### config.mk
export PLATFORM = sky130hd
export DESIGN_NAME = lssd_ram
export DESIGN_NICKNAME = d
export VERILOG_FILES = /design/src/hw/rtl/lssd_ram.sv
export SDC_FILE = /design/constraint.sdc
export NUM_CORES = 1
export LEC_CHECK = 0
export BUFFER_PORTS_ARGS = -buffer_cell sky130_fd_sc_hd__buf_2
export CAP_MARGIN = 20
export CORE_MARGIN = 2
export CORE_UTILIZATION = 37
export CTS_CLUSTER_DIAMETER = 120
export DETAILED_ROUTE_END_ITERATION = 8
export SYNTH_ARGS = -nofsm -noshare
export SYNTH_HDL_FRONTEND = slang
export SYNTH_SLANG_ARGS = --single-unit
### constraint.sdc
create_clock -name clock -period 2.37 [get_ports clock]
set_clock_uncertainty 0.15 [all_clocks]
set_input_delay 0.1185 -clock clock [delete_from_list [all_inputs] [get_ports clock]]
set_output_delay 0.1185 -clock clock [all_outputs]
set_load 0.01 [all_outputs]
### src/hw/rtl/lssd_ram.sv
// Generic RAM with one write port and two registered read ports.
module lssd_ram #(
   parameter int WIDTH = 8,
   parameter int DEPTH = 16,
   localparam int ADDR_W = (DEPTH > 1) ? $clog2(DEPTH) : 1
) (
   input  logic              clock,
   input  logic              we,
   input  logic [ADDR_W-1:0] waddr,
   input  logic [WIDTH-1:0]  wdata,
   input  logic [ADDR_W-1:0] raddr_a,
   output logic [WIDTH-1:0]  rdata_a,
   input  logic [ADDR_W-1:0] raddr_b,
   output logic [WIDTH-1:0]  rdata_b
);

   logic [WIDTH-1:0] mem_ff [DEPTH];
   logic [WIDTH-1:0] rd_a_ff;
   logic [WIDTH-1:0] rd_b_ff;

   always_ff @(posedge clock) begin
      if (we) begin
         mem_ff[waddr] <= wdata;
      end
      rd_a_ff <= mem_ff[raddr_a];
      rd_b_ff <= mem_ff[raddr_b];
   end

   assign rdata_a = rd_a_ff;
   assign rdata_b = rd_b_ff;

endmodule

======== Word level (Yosys, flattened, before mapping) ========
Memory sizes are Yosys's and may differ from the RTL's. A register that Yosys moved wholly into a read port is not among the register bits.
Cells that the tools add are included.
word-level totals
  bits in writable memories ............... 128
  memories ................................ 1
  input port bits ......................... 22
  output and inout port bits .............. 16
  word-level logic and storage cells ...... 3
  flip-flop bits (word level) ............. 0
operators by class
  mux-type cells .......................... 2
memories
  name    depth  bits a word  rd ports  clocked after Yosys merged registers in  wr ports  line  text
  mem_ff  16     8            2         2                                        1         17    logic [WIDTH-1:0] mem_ff [DEPTH];
operators with widths
  operator           number
  1-bit two-way mux  2

======== Longest topological paths before layout ========
  word-level depth ........................ 2
  mapped depth ............................ 5
  depth with buffers taken out ............ 3

======== Worst setup path before layout ========
Ideal clock, no wire load.
  kind .................................... input-to-reg
  from .................................... in waddr[2]
  to ...................................... mem mem_ff[0][0] (enable)
  arrival time ............................ 1.228 ns
  required time ........................... 1.837 ns
  stages on the path ...................... 2
  library setup time ...................... 0.383 ns
  buffers on the path ..................... 0
  setup slack ............................. 0.609 ns
  cells stage by stage .................... or3b_2 > nor3_1
RTL lines
  element          line  text
  start, declared  9     input logic [ADDR_W-1:0] waddr,
  end, declared    17
No word-level cell before the write port.

==> results_dict.tcl <==
set metrics [dict create \
    path_cells "mux4_1 -> a22oi_1 -> nand2_1" \
    report.final.slew_viol_count 0 \
    crit_path_end_kind "flop" \
    coreArea_mm2 0.0167 \
    nNetsFinal 401 \
    hold_depth 3 \
    layout-drive-gt1-share 0.327 \
    placed_area_mm2 0.00688 \
    grt_usage 0.167 \
    vias 3442 \
    setup.worst_path.start_class "flop" \
    cts_buffers 17 \
    clk-insertion-delay-late_ns 0.41 \
    die_area_mm2 0.0182 \
    synth_area_leaders "edfxtp_1 (61%), mux4_2 (12%), mux4_1 (12%)" \
    relSlewSlack 0.483 \
    crit_fanout 2 \
    min-delay-start "waddr[0]" \
    place.gp.congestion 0.757 \
    detail-route-antenna-nets 0 \
    grt_pass1_wl_um 21400 \
    die_w_um 135 \
    dieHeight_um 135 \
    worstSetupPathType "reg2reg" \
    post_cts_buffers 0 \
    finalHoldViolations 0 \
    hold-worst-slack_ns 0.134 \
    syn_nets 329 \
    crit_path_top_delay_cell "mux4_1" \
    synth_top_area_cell "edfxtp_1" \
    reg2reg_depth 3 \
    wl_per_cell_um 22.9 \
    p_sw_mw 1.17 \
    synth_top_area_share 0.606 \
    worst_pin_slew_ns 0.772 \
    reg2reg_to "rdata_a[2]" \
    firstDrtPassIters 5 \
    syn2layout_area_growth_pct 18.7 \
    clock_sinks 144 \
    power.clock.fraction 0.433 \
    p_leak_nw 2.62 \
    cts.path.max_buffers 2 \
    htree_levels 4 \
    reg2reg_from "mem_ff[5][2]" \
    peakVddDrop_uv 508 \
    netlist_instances 307 \
    p_sw_frac 0.200 \
    remaining_drc_errors 0 \
    p_int_mw 4.68 \
    max_cap_viol_count 0 \
    comb_power_share 0.077 \
    finalInstanceArea_mm2 0.00753 \
    via_per_inst 5.62 \
    setup_viol 0 \
    p_per_area_mw_per_mm2 777 \
    seq_area_frac_synth 0.656 \
    synth_area_per_cell_um2 20.7 \
    antenna_found_initial 0 \
    routed_wl_um 14000 \
    ys_seq_elements 144 \
    rows 47 \
    ys_warn_count 0 \
    grt_max_degree 33 \
    ios 38 \
    cts_tree "yes" \
    tns_ns 0 \
    start_util 0.380 \
    root_buffer "clkbuf_16" \
    hpwl_um 9620 \
    rsz0062_at_grt "no" \
    post_cts_resized 0 \
    syn_area_mm2 0.00635 \
    port_buffers 37 \
    hp-class "in2reg" \
    critPathMaxStageDelay_ns 0.54 \
    grt_pass1_vias 3602 \
    synth.distinct_cells 20 \
    worst_ep_arrival_time_ns 1.74 \
    max_freq_mhz 621 \
    outcome "complete, no violations" \
    min_period_over_period 0.680 \
    p_seq_frac 0.490 \
    diodes 0 \
    path_clk_slew_ns 0.05 \
    required_ns 2.50 \
    min_to "mem_ff[0][6]" \
    period_minus_slack_ns 1.61 \
    grt_overflow 0 \
    drtIter0Drc 274 \
    r2r_slack_ns 0.76 \
]
repair_timing:
item                       in CTS  in global routing
hold endpoints to repair      128                  0
hold buffers                    8                  0
setup endpoints to repair       0                  0
per-stage QoR:
step           setup WS [ns]  total power [mW]  utilization  instances
2_1_floorplan          0.609              3.19            -        307
3_3_place_gp           0.384              3.36        0.412        572
3_5_place_dp           0.369              3.36        0.412        572
4_1_cts                0.762              5.92        0.451        612
5_1_grt                0.703              6.07        0.451        612
6_report               0.759              5.85        0.451        612
state kept, by name, indices dropped and copies added, names as in the netlist:
signal	flops
mem_ff	128
rdata_b	8
rdata_a	8
power by group through the flow:
stage,combinational (mW),sequential (mW),clock [mW]
2_1_floorplan,0.257,2.93,0
3_3_place_gp,0.437,2.92,0
3_5_place_dp,0.444,2.92,0
4_1_cts,0.456,2.87,2.60
5_1_grt,0.486,2.87,2.70
6_report,0.450,2.87,2.53
area by class of cell:
type	instances	area, um^2
flip-flops and latches	144	4160
repair buffers	73	513
well taps	220	275
multi-input cells	143	2010
clock buffers	26	489
clock inverters	6	80.1
fillers	1443	9170
cells by family (layout without fill, tap and decap cells):
group	after synthesis	count (layout)	share of synthesized area
compound gates	32	32	0.0379
buf+inv	20	105	0.0272
flops	144	144	0.656
mux	64	64	0.244
simple gates	47	47	0.0343
synthesized netlist by cell type:
master           instances
buf_4                    2
mux4_2                  34
buf_6                    6
nor2b_1                  2
or3b_2                   1
nor2_1                  14
buf_2                    6
nand2_1                 17
nand3_1                  1
edfxtp_1               128
nor3_1                   4
and2b_1                  2
a22oi_1                 32
mux4_1                  28
dfxtp_1                 16
nand2b_1                 2
and2_1                   2
nand3b_1                 2
clkdlybuf4s25_2          6
mux4_4                   2
cells in the final DEF (no fill, tap or decap):
master	count
and2_1	2
buf_4	25
dfxtp_1	16
clkbuf_16	17
bufinv_16	2
buf_2	37
clkbuf_1	6
dlygate4sd3_1	8
buf_12	3
nor2b_1	2
nor2_1	14
a22oi_1	32
nand3b_1	2
nand3_1	1
nand2b_1	2
mux4_2	34
clkbuf_8	3
mux4_1	28
edfxtp_1	128
and2b_1	2
or3b_2	1
nand2_1	17
clkinv_2	4
nor3_1	4
mux4_4	2
worst max-delay path: cells and delay by family (launching register included):
family | cells | cell delay (ns)
AO/OA/AOI/OAI | 1 | 0.27
flip-flops | 1 | 0.38
multiplexers | 1 | 0.54
AND/OR/NAND/NOR | 1 | 0.14
metal layers:
metal,up-vias,wire length (um),track usage
met2,112,7210,0.276
met5,-,0,0
met1,1828,5850,0.213
met3,14,761,0.0458
met4,0,218,0.0602
li1,1488,-,-
worst max path at each step:
stage	start	endpoint	slack (ns)	cells past startpoint
after detailed placement	raddr_a[0]	rdata_a[7]	0.37	5
after global placement	raddr_a[0]	rdata_a[7]	0.38	5
final	mem_ff[5][2]	rdata_a[2]	0.76	3
after global routing	mem_ff[5][2]	rdata_a[2]	0.70	3
after floorplan	waddr[2]	mem_ff[0][0]	0.61	2
after CTS	mem_ff[1][2]	rdata_b[2]	0.76	3
Note: power is estimated with default switching activity, not from simulation.
