$ cat src/hw/rtl/lssd_pkg.sv
// Shared constants and types for the longest subset sum block.
package lssd_pkg;

   localparam int MAX_ITEMS_DEF  = 32;
   localparam int MAX_TARGET_DEF = 1023;
   localparam int VALUE_W        = 10;
   localparam int KIND_W         = 2;

   typedef enum logic [KIND_W-1:0] {
      KIND_LENGTH    = 2'd0,
      KIND_ELEMENT   = 2'd1,
      KIND_NOT_FOUND = 2'd2
   } kind_type;

   typedef enum logic [3:0] {
      ST_IDLE,
      ST_INIT,
      ST_ROW,
      ST_FILL_RD,
      ST_FILL_WR,
      ST_HEAD_RD,
      ST_HEAD,
      ST_WALK_ITEM,
      ST_WALK_RD,
      ST_WALK_CMP
   } state_type;

endpackage

$ cat src/hw/rtl/lssd_cell_unit.sv
// Shared take-or-skip compare unit used for both the table fill and the walk.
module lssd_cell_unit #(
   parameter int CNT_W = 6,
   parameter int COL_W = 10
) (
   input  logic [CNT_W-1:0]             skip_cnt,
   input  logic [CNT_W-1:0]             take_cnt,
   input  logic [COL_W-1:0]             col,
   input  logic [COL_W-1:0]             limit,
   input  logic [lssd_pkg::VALUE_W-1:0] item,
   output logic [CNT_W-1:0]             best,
   output logic                         choose
);
   import lssd_pkg::*;

   localparam int SUM_W = ((COL_W > VALUE_W) ? COL_W : VALUE_W) + 1;
   localparam logic [CNT_W-1:0] IMP = '1;

   logic [SUM_W-1:0] reach;
   logic             take_ok;
   logic [CNT_W-1:0] take_inc;
   logic             skip_imp;

   assign reach    = SUM_W'(col) + SUM_W'(item);
   assign take_ok  = (reach <= SUM_W'(limit)) && (take_cnt != IMP);
   assign take_inc = take_cnt + CNT_W'(1);
   assign skip_imp = (skip_cnt == IMP);

   always_comb begin
      if (!take_ok) begin
         best = skip_cnt;
      end else if (skip_imp || (take_inc > skip_cnt)) begin
         best = take_inc;
      end else begin
         best = skip_cnt;
      end
   end

   // The walk prefers taking an item on a tie.
   assign choose = take_ok && (skip_imp || (take_inc >= skip_cnt));

endmodule

$ cat config.mk
export PLATFORM = sky130hd
export DESIGN_NAME = lssd_cell_unit
export DESIGN_NICKNAME = d
export VERILOG_FILES = /design/src/hw/rtl/lssd_pkg.sv /design/src/hw/rtl/lssd_cell_unit.sv
export SDC_FILE = /design/constraint.sdc
export NUM_CORES = 1
export LEC_CHECK = 0
export BUFFER_PORTS_ARGS = -buffer_cell sky130_fd_sc_hd__buf_4
export CORE_MARGIN = 2
export CORE_UTILIZATION = 53
export DETAILED_ROUTE_END_ITERATION = 16
export PLACE_DENSITY_LB_ADDON = 0.2
export SLEW_MARGIN = 5
export SYNTH_ARGS = -nofsm -noshare
export SYNTH_HDL_FRONTEND = slang
export SYNTH_SLANG_ARGS = --single-unit
$ cat constraint.sdc
create_clock -name vclk -period 9.5
set_input_delay 1.9 -clock vclk [all_inputs]
set_output_delay 1.9 -clock vclk [all_outputs]
set_load 0.03 [all_outputs]
Yosys cells after proc, flatten, opt, wreduce, memory -nomap -nowiden
Cells that the tools add are included.
- register bits: 0
- input port bits: 42
- output and inout port bits: 7
- add/sub/neg operators: 2
- magnitude comparators: 3
- eq/ne operators: 2
- muxes and demuxes: 2
- reduce and logical (&&, ||, !) cells: 4
- operator list (cell ; number):
    6-bit 2-to-1 mux ; 2
    10-bit by 10-bit adder with 11-bit output ; 1
    11-bit by 10-bit less-or-equal comparator with 1-bit output ; 1
    6-bit by 1-bit adder with 6-bit output (second input constant) ; 1
    6-bit == test (second input constant) ; 1
    6-bit >= comparator ; 1
    6-bit > comparator ; 1
    6-bit != test (second input constant) ; 1
    1-bit logical AND ; 2
    1-bit logical OR ; 2

Logic depth before layout (Yosys ltp)
- depth after elaboration: 5
- depth in mapped cells: 16
- mapped depth without buffers: 16

Worst setup path after synthesis
Ideal clock, no wire load.
- path kind: input-to-output
- start: in col[3]
- end: out best[0]
- data arrival time: 5.370 ns
- slack: 2.230 ns
- cell stages on the path: 13
- path buffers: 0
- cell sequence: ha_1 o21ai_0 a21oi_1 o41ai_1 or4b_2 o311ai_0 ha_1 nand2_1 or4_1 o21ai_2 o21ai_2 a211oi_4 mux2i_1
- longest elaborated chain between the ends: 4
- ends and longest elaborated chain (what ; line ; text):
    start: declaration ; lssd_cell_unit.sv:8 ; input logic [COL_W-1:0] col,
    10-bit by 10-bit adder with 11-bit output ; lssd_cell_unit.sv:24 ; assign reach = SUM_W'(col) + SUM_W'(item);
    11-bit by 10-bit less-or-equal comparator with 1-bit output ; lssd_cell_unit.sv:25 ; assign take_ok = (reach <= SUM_W'(limit)) && (take_cnt != IMP);
    1-bit logical AND ; lssd_cell_unit.sv:25 ;
    6-bit 2-to-1 mux ; lssd_cell_unit.sv:30 ; if (!take_ok) begin
    end: declaration ; lssd_cell_unit.sv:11 ; output logic [CNT_W-1:0] best,
No other way between the ends.

Worst setup path in the final report
- start: in col[3]
- end: out best[5]
Same word-level chain as after synthesis.

==> impl_metrics.json <==
{
  "outcome": "finished, final reports clean",
  "layout_common_cells": "49 x sky130_fd_sc_hd__buf_4, 27 x sky130_fd_sc_hd__ha_1, 22 x sky130_fd_sc_hd__inv_1",
  "route.detailed.drc": 0,
  "syn_to_final_growth_pct": 39.53,
  "timing.hold.worst.class": "in2out",
  "comb_power_share_pct": 100.0,
  "max_slew.worst_pin.slew_ns": 0.5572,
  "final_antenna_net_count": 0,
  "finalSetupViolCount": 0,
  "synth_area_leaders": "sky130_fd_sc_hd__ha_1 33%, sky130_fd_sc_hd__inv_1 8.2%, sky130_fd_sc_hd__xnor2_1 6.9%, sky130_fd_sc_hd__mux2_2 6.7%, sky130_fd_sc_hd__a21oi_1 5.0%",
  "grt_first_pass_wirelength_um": 3601,
  "rsz0062_at_grt": "false",
  "area_taken_by_multi_input_logic_gates_um2": 927.1,
  "num_rows": 15,
  "drtIter0Drc": 14,
  "sum_neg_setup_slack_ns": 0,
  "resized_after_cts": 0,
  "cp-start-kind": "primary input",
  "finalCriticalPeriod_ns": 7.575,
  "layout.area.seq_um2": 0,
  "layout-drive-gt1-share_pct": 32.43,
  "p_int_uw": 50.22,
  "pin_count_of_the_biggest_net_entering_global_routing": 7,
  "die-area_um2": 2270,
  "fillerInstances": 143,
  "nFlopsAndLatches": 0,
  "detailed_place_hpwl_um": 2131,
  "viasPerCell": 5.405,
  "mappedNetlistArea_um2": 1010,
  "power.density_cell_area_nw_per_um2": 72.80,
  "fmaxAchievable_mhz": 132.0,
  "core-area_um2": 1764,
  "post-route-period-util_pct": 79.74,
  "finalWirelength_um": 2312,
  "ys.warnings.count": 0,
  "worst-endpoint-required_ns": 7.60,
  "cap_viol_max_count": 0,
  "timing.setup.critical_path_class": "in2out",
  "detailed_place.area_um2": 1409,
  "total_switching_power_uw": 52.34,
  "syn-num-nets": 206,
  "post-cts-setup-buffers": 0,
  "ioPinCount": 49,
  "overflow": 0,
  "vdd_drop_max_mv": 0.04780,
  "postSynthAreaPerCell_um2": 7.424,
  "yosysTopAreaCell": "sky130_fd_sc_hd__ha_1",
  "post-route-cell-area_um2": 1409,
  "layout.core_utilization_pct": 79.86,
  "critical_path_peak_fanout": 6,
  "holdBufCountCts": 0,
  "floorplan.die.height_um": 47.65,
  "antenna_found_initial": 0,
  "critPathArrivalTime_ns": 5.68,
  "mostFrequentLayoutCell": "sky130_fd_sc_hd__buf_4",
  "max_slew_margin_pct": 62.37,
  "power.share.switching_pct": 51.03,
  "initial_core_util_pct": 57.23,
  "finish.net_count": 257,
  "gpl.final_weighted_congestion": 0.7908,
  "final.clkbuf_count": 0,
  "power.static_leakage_uw": 0.0007445,
  "synth_seq_area_share_pct": 0,
  "ys_types": 33,
  "crit_path_end_kind": "output pin",
  "global_route.usage.total_pct": 20.63,
  "timing_max_transition_violations_final": 0,
  "timing_hold_violations_final": 0,
  "vias_in_the_first_global_route": 964,
  "synthesized_instance_count": 136,
  "port-buffer-count": 49,
  "antenna_cells_inserted": 0,
  "seq_power_share_pct": 0,
  "wl_per_cell_um": 11.01,
  "routed-via-count": 1135,
  "die_width_um": 47.65,
  "clockPowerShare_pct": 0,
  "drt_first_pass_iters": 4,
  "share_of_the_synthesized_area_in_the_top_cell_type_pct": 33.46
}
[cell families (layout without fill, tap and decap cells)]
logic type               after synthesis  after routing  share of synthesized area (%)
buffers and inverters                 22             71                          8.179
XOR/XNOR                               9              9                          7.807
adder cells (fa/ha/maj)               28             28                          35.44
AO/OA/AOI/OAI                         32             32                          22.18
AND/OR/NAND/NOR                       38             38                          18.71
multiplexers                           7              7                          7.682
[cell usage after synthesis (all sizes together)]
library cell  instances
or3                   1
o22ai                 1
nand3                 5
nor2                 12
o41ai                 1
xnor2                 8
o21a                  2
and3                  1
nor3                  3
xor2                  1
a21oi                10
a311oi                2
ha                   27
nand2b                2
a21o                  2
o311ai                1
nor4                  1
mux2                  6
a31o                  1
fa                    1
or4b                  1
nand3b                1
and4                  1
nand2                 7
or4                   1
mux2i                 1
o31a                  1
a211oi                4
o21ai                 7
inv                  22
nand4                 2
[worst max-delay path, cell delays in order]
cell and delay, ns:
sky130_fd_sc_hd__buf_4 0.11, sky130_fd_sc_hd__ha_1 0.33, sky130_fd_sc_hd__o21ai_0 0.21, sky130_fd_sc_hd__a21oi_1 0.09, sky130_fd_sc_hd__o41ai_1 0.48, sky130_fd_sc_hd__or4b_2 0.62, sky130_fd_sc_hd__o311ai_0 0.12, sky130_fd_sc_hd__ha_1 0.21
sky130_fd_sc_hd__nand2_1 0.05, sky130_fd_sc_hd__or4_1 0.42, sky130_fd_sc_hd__o21ai_2 0.08, sky130_fd_sc_hd__o21ai_2 0.10, sky130_fd_sc_hd__a211oi_4 0.40, sky130_fd_sc_hd__mux2_2 0.39, sky130_fd_sc_hd__buf_4 0.17
[worst paths after layout]
kind                   startpoint      end  slack (ns)  cells past startpoint
worst max-delay path       col[3]  best[5]        1.92                     15
worst min-delay path  take_cnt[0]  best[0]        4.15                      3
[routing by layer]
metal	global-route usage, %	routed length, um	up-vias
met2	41.08	1212	28
met3	0	96	0
met1	26.28	1002	507
li1	-	-	600
met5	0	0	-
met4	0	0	0
[cell type report]
| type | count | share of cell area [%] |
|---|---|---|
| repair buffers | 49 | 26.11 |
| inverters | 22 | 5.861 |
| multi-input cells | 114 | 65.81 |
| well taps | 25 | 2.220 |
[stage by stage]
stage / setup slack [ns] / cells / power (uW) / hold WS [ns]
detailed placement: 1.895 / 210 / 102.4 / 4.147
global route: 1.648 / 210 / 114.8 / 4.167
finish: 1.925 / 210 / 102.6 / 4.146
floorplan: 2.230 / 136 / 69.29 / 4.005
CTS: 1.889 / 210 / 102.9 / 4.151
global placement: 1.991 / 210 / 98.71 / 4.130
[power by group through the flow]
stage	logic, uW	registers, uW	clock network, uW
finish	103	0	0
global route	115	0	0
CTS	103	0	0
detailed placement	102	0	0
global placement	98.7	0	0
floorplan	69.3	0	0
Power figures use the tool's default switching activity.
